## src/igc_pkg.sv

```systemverilog
// Package for the index gap clustering block: item, result and config types,
// widths and register index codes. No dependencies.
package igc_pkg;

  localparam int unsigned IndexWidth = 32;
  localparam int unsigned CountWidth = 16;
  localparam int unsigned GapWidth   = 32;
  localparam int unsigned CfgIdxWidth  = 4;
  localparam int unsigned CfgDataWidth = 32;

  typedef logic [IndexWidth-1:0] index_t;
  typedef logic [CountWidth-1:0] count_t;

  // Configuration register indexes
  typedef enum logic [CfgIdxWidth-1:0] {
    CFG_MAX_GAP  = 4'd0,
    CFG_MIN_SIZE = 4'd1
  } cfg_reg_e;

  typedef struct packed {
    index_t hit_index;
    logic   last_hit;
  } igc_in_t;

  typedef struct packed {
    logic   found;
    index_t region_begin;
    index_t region_final;
  } igc_out_t;

  typedef struct packed {
    logic [GapWidth-1:0] max_gap;
    count_t              min_size;
  } igc_cfg_t;

  // One item handed from the input stage to the cluster tracker
  typedef struct packed {
    logic    fire;
    igc_in_t item;
  } igc_step_t;

  localparam count_t CountMax = {CountWidth{1'b1}};

endpackage

```

## src/igc_cluster.sv

```systemverilog
// Cluster tracker: holds the per-set cluster state and computes the set
// result combinationally for the item being stepped. Depends on igc_pkg.
module igc_cluster (
  input  logic              clk_i,
  input  logic              rst_ni,
  input  igc_pkg::igc_cfg_t cfg_i,
  input  igc_pkg::igc_step_t step_i,
  output igc_pkg::igc_out_t result_o
);
  import igc_pkg::*;

  logic   in_set_q, in_set_d;
  index_t prev_q, prev_d;
  index_t run_first_q, run_first_d;
  count_t run_count_q, run_count_d;
  logic   any_q, any_d;
  index_t begin_q, begin_d;
  index_t final_q, final_d;

  index_t gap;
  logic   first_hit;
  logic   brk;
  logic   closed_ok;
  logic   last_ok;
  count_t cnt_base;

  always_comb begin
    first_hit = !in_set_q;
    gap       = step_i.item.hit_index - prev_q;
    brk       = in_set_q && (GapWidth'(gap) > cfg_i.max_gap);
    closed_ok = brk && (run_count_q > count_t'(1)) && (run_count_q > cfg_i.min_size);

    if (first_hit) begin
      any_d   = 1'b0;
      begin_d = '0;
      final_d = '0;
    end else begin
      any_d   = any_q | closed_ok;
      begin_d = (closed_ok && !any_q) ? run_first_q : begin_q;
      final_d = closed_ok ? prev_q : final_q;
    end

    // open a new cluster on the first hit or after a wide gap
    run_first_d = (first_hit || brk) ? step_i.item.hit_index : run_first_q;
    cnt_base    = (first_hit || brk) ? '0 : run_count_q;
    run_count_d = (cnt_base == CountMax) ? cnt_base : cnt_base + count_t'(1);
    prev_d      = step_i.item.hit_index;
    in_set_d    = !step_i.item.last_hit;

    last_ok = run_count_d > cfg_i.min_size;

    result_o.found = any_d | last_ok;
    if (any_d) begin
      result_o.region_begin = begin_d;
    end else if (last_ok) begin
      result_o.region_begin = run_first_d;
    end else begin
      result_o.region_begin = '0;
    end
    if (last_ok) begin
      result_o.region_final = step_i.item.hit_index;
    end else if (any_d) begin
      result_o.region_final = final_d;
    end else begin
      result_o.region_final = '0;
    end
  end

  always_ff @(posedge clk_i or negedge rst_ni) begin
    if (!rst_ni) begin
      in_set_q    <= 1'b0;
      any_q       <= 1'b0;
      run_count_q <= '0;
    end else if (step_i.fire) begin
      in_set_q    <= in_set_d;
      any_q       <= any_d;
      run_count_q <= run_count_d;
    end
  end

  always_ff @(posedge clk_i) begin
    if (step_i.fire) begin
      prev_q      <= prev_d;
      run_first_q <= run_first_d;
      begin_q     <= begin_d;
      final_q     <= final_d;
    end
  end

  a_count_nonzero_in_set: assert property (
    @(posedge clk_i) disable iff (!rst_ni) in_set_q |-> run_count_q != '0
  ) else $error("cluster count is zero inside a set");

  a_last_closes_set: assert property (
    @(posedge clk_i) disable iff (!rst_ni)
    step_i.fire && step_i.item.last_hit |=> !in_set_q
  ) else $error("set still open after its last item");

  a_mid_keeps_set: assert property (
    @(posedge clk_i) disable iff (!rst_ni)
    step_i.fire && !step_i.item.last_hit |=> in_set_q
  ) else $error("set not open after a non-final item");

endmodule

```

## src/index_gap_clustering.sv

```systemverilog
// Index gap clustering, top level: input register, config registers, output
// register and the cluster tracker. Depends on igc_pkg and igc_cluster.
//
// Usage:
//   in channel (in_valid_i/in_ready_o/in_item_i) takes one hit index per item,
//   ascending within a set; last_hit marks the final hit of a set.
//   out channel (out_valid_o/out_ready_i/out_item_o) gives one result per set,
//   on its last hit: found, first index of the first qualifying cluster and
//   last index of the last qualifying cluster (both zero when not found).
//   cfg channel (cfg_valid_i/cfg_ready_o/cfg_index_i/cfg_data_i) writes
//   max_gap (index 0) and min_size (index 1); always ready; write while idle.
// Timing:
//   one item per cycle sustained. An item sits in the input register, where
//   a subtract and compares fold it into the cluster state; the result of a
//   last hit is written to the output register as the hit leaves the input
//   register.
//   When the receiver stalls, non-final hits keep flowing; a final hit waits
//   in the input register until the output register is free.
// Reset: clears the tracker flags and count, both configs, both valids.
module index_gap_clustering (
  input  logic                              clk_i,
  input  logic                              rst_ni,
  input  logic                              in_valid_i,
  output logic                              in_ready_o,
  input  igc_pkg::igc_in_t                  in_item_i,
  output logic                              out_valid_o,
  input  logic                              out_ready_i,
  output igc_pkg::igc_out_t                 out_item_o,
  input  logic                              cfg_valid_i,
  output logic                              cfg_ready_o,
  input  logic [igc_pkg::CfgIdxWidth-1:0]   cfg_index_i,
  input  logic [igc_pkg::CfgDataWidth-1:0]  cfg_data_i
);
  import igc_pkg::*;

  logic      s1_valid_q;
  igc_in_t   s1_item_q;
  logic      s1_go;
  igc_cfg_t  cfg_q;
  igc_step_t step;
  igc_out_t  result;
  logic      out_valid_q;
  igc_out_t  out_q;

  // a final hit advances only when the output register can take its result
  assign s1_go      = s1_valid_q && (!s1_item_q.last_hit || !out_valid_q || out_ready_i);
  assign in_ready_o = !s1_valid_q || s1_go;
  assign cfg_ready_o = 1'b1;

  always_ff @(posedge clk_i or negedge rst_ni) begin
    if (!rst_ni) begin
      cfg_q <= '0;
    end else if (cfg_valid_i) begin
      unique case (cfg_index_i)
        CFG_MAX_GAP:  cfg_q.max_gap  <= cfg_data_i[GapWidth-1:0];
        CFG_MIN_SIZE: cfg_q.min_size <= cfg_data_i[CountWidth-1:0];
        default: ;
      endcase
    end
  end

  always_ff @(posedge clk_i or negedge rst_ni) begin
    if (!rst_ni) begin
      s1_valid_q <= 1'b0;
    end else if (in_ready_o) begin
      s1_valid_q <= in_valid_i;
    end
  end

  always_ff @(posedge clk_i) begin
    if (in_valid_i && in_ready_o) begin
      s1_item_q <= in_item_i;
    end
  end

  assign step.fire = s1_go;
  assign step.item = s1_item_q;

  igc_cluster u_cluster (
    .clk_i    (clk_i),
    .rst_ni   (rst_ni),
    .cfg_i    (cfg_q),
    .step_i   (step),
    .result_o (result)
  );

  always_ff @(posedge clk_i or negedge rst_ni) begin
    if (!rst_ni) begin
      out_valid_q <= 1'b0;
    end else if (s1_go && s1_item_q.last_hit) begin
      out_valid_q <= 1'b1;
    end else if (out_ready_i) begin
      out_valid_q <= 1'b0;
    end
  end

  always_ff @(posedge clk_i) begin
    if (s1_go && s1_item_q.last_hit) begin
      out_q <= result;
    end
  end

  assign out_valid_o = out_valid_q;
  assign out_item_o  = out_q;

  a_not_found_zero: assert property (
    @(posedge clk_i) disable iff (!rst_ni)
    out_valid_q && !out_q.found |-> out_q.region_begin == '0 && out_q.region_final == '0
  ) else $error("regions not zero on a result without a cluster");

  a_no_overwrite: assert property (
    @(posedge clk_i) disable iff (!rst_ni)
    out_valid_q && !out_ready_i |=> out_valid_q && $stable(out_q)
  ) else $error("pending result overwritten or dropped");

  a_mid_hit_flows: assert property (
    @(posedge clk_i) disable iff (!rst_ni)
    s1_valid_q && !s1_item_q.last_hit |-> in_ready_o
  ) else $error("non-final item stalled the input");

endmodule
```

## config.mk

```make
export PLATFORM = sky130hd
export DESIGN_NAME = index_gap_clustering
export DESIGN_NICKNAME = d
export VERILOG_FILES = /design/src/igc_pkg.sv /design/src/igc_cluster.sv /design/src/index_gap_clustering.sv
export SDC_FILE = /design/constraint.sdc
export NUM_CORES = 1
export LEC_CHECK = 0
export BUFFER_PORTS_ARGS = -buffer_cell sky130_fd_sc_hd__buf_2
export CAP_MARGIN = 40
export CORE_AREA = 5 5 217 219
export CTS_CLUSTER_SIZE = 8
export DETAILED_ROUTE_END_ITERATION = 12
export DIE_AREA = 0 0 222 224
export MAX_ROUTING_LAYER = met4
export PLACE_DENSITY = 0.63
export SYNTH_ARGS = -nofsm -noshare
export SYNTH_HDL_FRONTEND = slang
export SYNTH_SLANG_ARGS = --single-unit
```

## constraint.sdc

```tcl
create_clock -name clk_i -period 8.7 [get_ports clk_i]
set_clock_uncertainty 0.05 [all_clocks]
set_input_delay 0.87 -clock clk_i [delete_from_list [all_inputs] [get_ports clk_i]]
set_output_delay 0.87 -clock clk_i [all_outputs]
set_load 0.005 [all_outputs]
```

# [After elaboration in Yosys (flattened, before gate mapping)]
# Cells that the tools add are included.
[op_classes] bitwise=2 n_reduce_logical=20 n_addsub=2 magnitude_cmp=4 mux=14 eq_ne=2
[ops] op="$mux W32" count=9
[ops] op="$gt A16 B16 Y1" count=2
[ops] op="$gt A32 B32 Y1" count=1
[ops] op="$mux W16" count=2
[ops] op="$sub A32 B32 Y32" count=1
[ops] op="$add A16 B1 Y16 const B" count=1
[ops] op="$eq A16 B16 Y1 const B" count=1
[ops] op="$gt A16 B1 Y1 const B" count=1
[ops] op="$logic_and A1 B1 Y1" count=7
[ops] op="$logic_not A1 Y1" count=5
[ops] op="$eq A4 B1 Y1 const B" count=1
[ops] op="$logic_not A4 Y1" count=1
[ops] op="$logic_or A1 B1 Y1" count=4
[ops] op="$reduce_and A2 Y1" count=2
[ops] op="$mux W1" count=3
[ops] op="$or A1 B1 Y1" count=2
[ops] op="$reduce_bool A2 Y1" count=1
[word_totals] reg_bits=294 word_cells=60 inputBits=74

# [Longest topological paths before layout]
[logic_depth] word_depth=10 ltp_mapped=40 depth_no_buf=35

# [Modules after synthesis]
# A second synthesis with hierarchy kept.
[hier_totals] cells_unflattened=1252 area_unflattened_um2=15452.3
[by_module_without_submodules] mod="igc_cluster" area_per_inst_um2=10546.4 cells_each=1038 n_inst=1
[by_module_without_submodules] mod="index_gap_clustering" area_per_inst_um2=4906.0 cells_each=214 n_inst=1

# [Least setup slack after synthesis]
# Ideal clock, no wire load.
[synth_path] kind="register -> register" startpoint="register s1_item_q[1] (netlist bit)" endpoint="register out_q, in the netlist out_item_o[35], data pin" required_time_ns=8.502 synth_period_minus_slack_ns=8.413 stages_incl_launch_ff=39 setup_slack_ns=0.287 arrival_time_ns=8.214 path_buffers=5 cell_sequence="edfxtp_1 > inv_1 > ha_1 > inv_1 > fa_1 > a211oi_1 > o21ai_0 > a211oi_1 > o211ai_1 > a41oi_1 > nor2b_1 > o41ai_1 > xnor2_1 > ha_1 > nand4_1 > or4_4 > a2111oi_4 > o31a_1 > [3 not listed] > ha_1 > and3_1 > nand3_1 > nor2_1 > clkbuf_1 > nor2_1 > and3_1 > xnor2_1 > nor2_1 > ha_1 > and4_1 > nand4_1 > o311ai_0 > and2_1 > clkbuf_1 > clkbuf_1 > nand2_1 > mux2i_1"
[synth_lines] element="from (decl)" line="index_gap_clustering.sv:37" text="igc_in_t s1_item_q;"
[synth_lines] element="from (signal assigned)" line="index_gap_clustering.sv:72" text="s1_item_q <= in_item_i;"
[synth_lines] element="to (signal assigned)" line="index_gap_clustering.sv:99" text="out_q <= result;"
[synth_lines] element="to (decl)" line="index_gap_clustering.sv:43" text="igc_out_t out_q;"

==> metrics.cfg <==
[outcome]
status = completed

[drt]
viasPerCell = 5.039
post-route-drc-count = 0
postRouteAntennaNets = 0
avgRoutedWirePerCell_um = 18.60
drt_wl_total_um = 39410
vias = 10680
drt_iter0_drc = 818
drt_first_pass_iters = 5

[floorplanning]
coreArea_um2 = 44890
die_x_um = 222
start_util_pct = 34.41
ioPinCount = 142
rows = 78
dieArea_um2 = 49730
die-height_um = 224

[clocking]
cts_resized = 0
cts_buffer_depth = 3
clk_latency_ps = 560
cts_tree = yes
cts.htree.levels = 2
cts_root_buffer = clkbuf_16
cts_setup_buffers = 0
cts.hold.buffers_added = 0
path_clk_slew_ps = 50
cts.sinks = 294
numCtsBuffers = 42

[sta]
setup-violations-final = 0
fmax_ghz = 0.1214
timing.final.hold_violations = 0
tightest_slew_ps = 766.9
min_period_ps = 8236
hold_ws_ps = 294.3
period_share_pct = 94.66
relSlewSlack_pct = 48.68
slew_viol_final = 0

[final_layout]
finalNetCount = 1666
post-route-util_pct = 40.99
n_antenna_cell = 0
area_growth_pct = 19.13
final_layout_size_suffix_gt1_share_pct = 19.68

[yosys]
synth_cell_type_count = 59
synth_warnings = 0
synth_commonest_cells = 226 x edfxtp_1, 137 x nand2_1, 97 x mux2i_1, 96 x ha_1, 86 x inv_1
synthTopCellsByArea = edfxtp_1 44%, dfrtp_1 11%, ha_1 7.8%, mux2i_1 6.3%, mux2_2 3.7%
synth.most_common_cell = edfxtp_1
synth_edf_count = 226
ys_ff_latch = 294
synth.largest_area_cell = edfxtp_1
yosys.area.top_type_share_pct = 43.94
yosysSeqAreaShare_pct = 54.95
ys.flop_type = edfxtp_1
async_reset_ff_share_pct = 23.13
syn_area_per_cell_um2 = 11.66
syn_nets = 1496
syn_area_um2 = 15450
syn_inst = 1325

[setup_path]
endpoint_kind = register
critPathRequiredTime_ps = 9020
cpMostUsedCell = ha_1
cp_slowest_cell = or4_1
cp.arrival_ps = 8560
start_kind = register
slowest_delay_ps = 620
crit_fanout = 23
path_class = register to register

[grt]
grt_pass1_wl_um = 61040
antenna_found_initial = 1
grt-ovfl-total = 0
grt_usage_pct = 15.80
grt_max_degree = 64
grt_pass1_vias = 10940

[placed_design]
dp_hpwl_um = 28230
routabilityCongestion = 0.8913
io_buffers = 140

[power_and_ir_drop]
leakage_nw = 7.475
power_density_nw_per_um2 = 225.8
max-vdd-ir-drop_mv = 0.1354

[hold_path]
hold_class = input pin to asynchronous set/reset pin

[flow_run]
maxCapViolCount = 0

## area by class of cell
class	instances	area (µm²)
sequential	294	8489
multi-input combinational	896	6499
inverter	86	325.3
fill	4336	26490
clock inverter	3	56.30
tap	600	750.7
clock buffer	65	1137
timing repair buffer	175	1144
## routing by layer
metal,vias to the layer above,track usage [%],routed length [µm]
met5,-,-,0
met4,0,3.361,589
met3,52,2.490,1922
met2,276,24.63,17990
met1,5220,22.07,18910
li1,5129,-,-
## worst max-delay path: cells and delay by family, from the launching register on
family	cells	cell delay, ps
buf+inv	4	680
compound gates	11	2710
flops	1	510
mux	1	150
simple gates	13	2730
fa+ha+maj	4	1060
xor+xnor	1	160
## power breakdown
part | internal, mW | total [mW] | switching [mW]
clock | 0.897 | 1.50 | 0.602
combinational | 0.367 | 0.859 | 0.491
sequential | 1.71 | 1.80 | 0.0870
## registers in the layout, summed over array words and instances (netlist names)
register / flops
u_cluster.begin_q: 32
s1_valid_q: 1
out_item_o: 65
u_cluster.run_count_q: 16
u_cluster.prev_q: 32
u_cluster.run_first_q: 32
u_cluster.final_q: 32
u_cluster.any_q: 1
out_valid_o: 1
u_cluster.in_set_q: 1
s1_item_q: 33
cfg_q: 48
## kinds of logic (layout without fill, tap and decap cells)
family          count (synthesis)  in the layout  synth area share [%]
fa+ha+maj                      97             97                 7.906
compound gates                243            243                 9.753
buf+inv                       135            329                 3.678
flops                         294            294                 54.95
xor+xnor                       37             37                 2.098
simple gates                  370            370                 11.58
mux                           148            148                 10.00
other cells                     1              1               0.02428
## path summary, 6_finish.rpt
| kind | start | to | slack, ps | cells past startpoint |
|---|---|---|---|---|
| worst max-delay path | s1_item_q[2] | out_item_o[32] | 460 | 34 |
| worst min-delay path | rst_ni | cfg_q[29] | 290 | 2 |
| worst max register to register | s1_item_q[2] | out_item_o[32] | 460 | 34 |
| worst min register to register | cfg_q[7] | cfg_q[7] | 450 | 1 |
| max in group asynchronous | rst_ni | cfg_q[36] | 7750 | 3 |
| min in group clk_i | in_item_i[5] | s1_item_q[5] | 440 | 1 |
## through the flow
step	cell area, µm²	setup TNS [ps]	total power, mW	cells	setup slack, ps
after global routing	18400	-31.73	4.385	2119	-13.14
after floorplan	15450	0	2.405	1325	287.2
after global placement	17000	0	2.640	2045	338.1
after detailed placement	17140	0	2.676	2051	67.32
after CTS	18340	0	4.196	2119	52.79
final	18400	0	4.154	2119	464.3
## cells in the final DEF (no fill, tap or decap), types with 67 or more instances in the layout
master,instances
o21ai_0,76
edfxtp_1,226
nand2_1,137
mux2i_1,97
buf_2,140
nor2b_1,76
dfrtp_1,67
inv_1,85
ha_1,96
nor2_1,68
No activity file was read; power rests on OpenSTA's default activity.
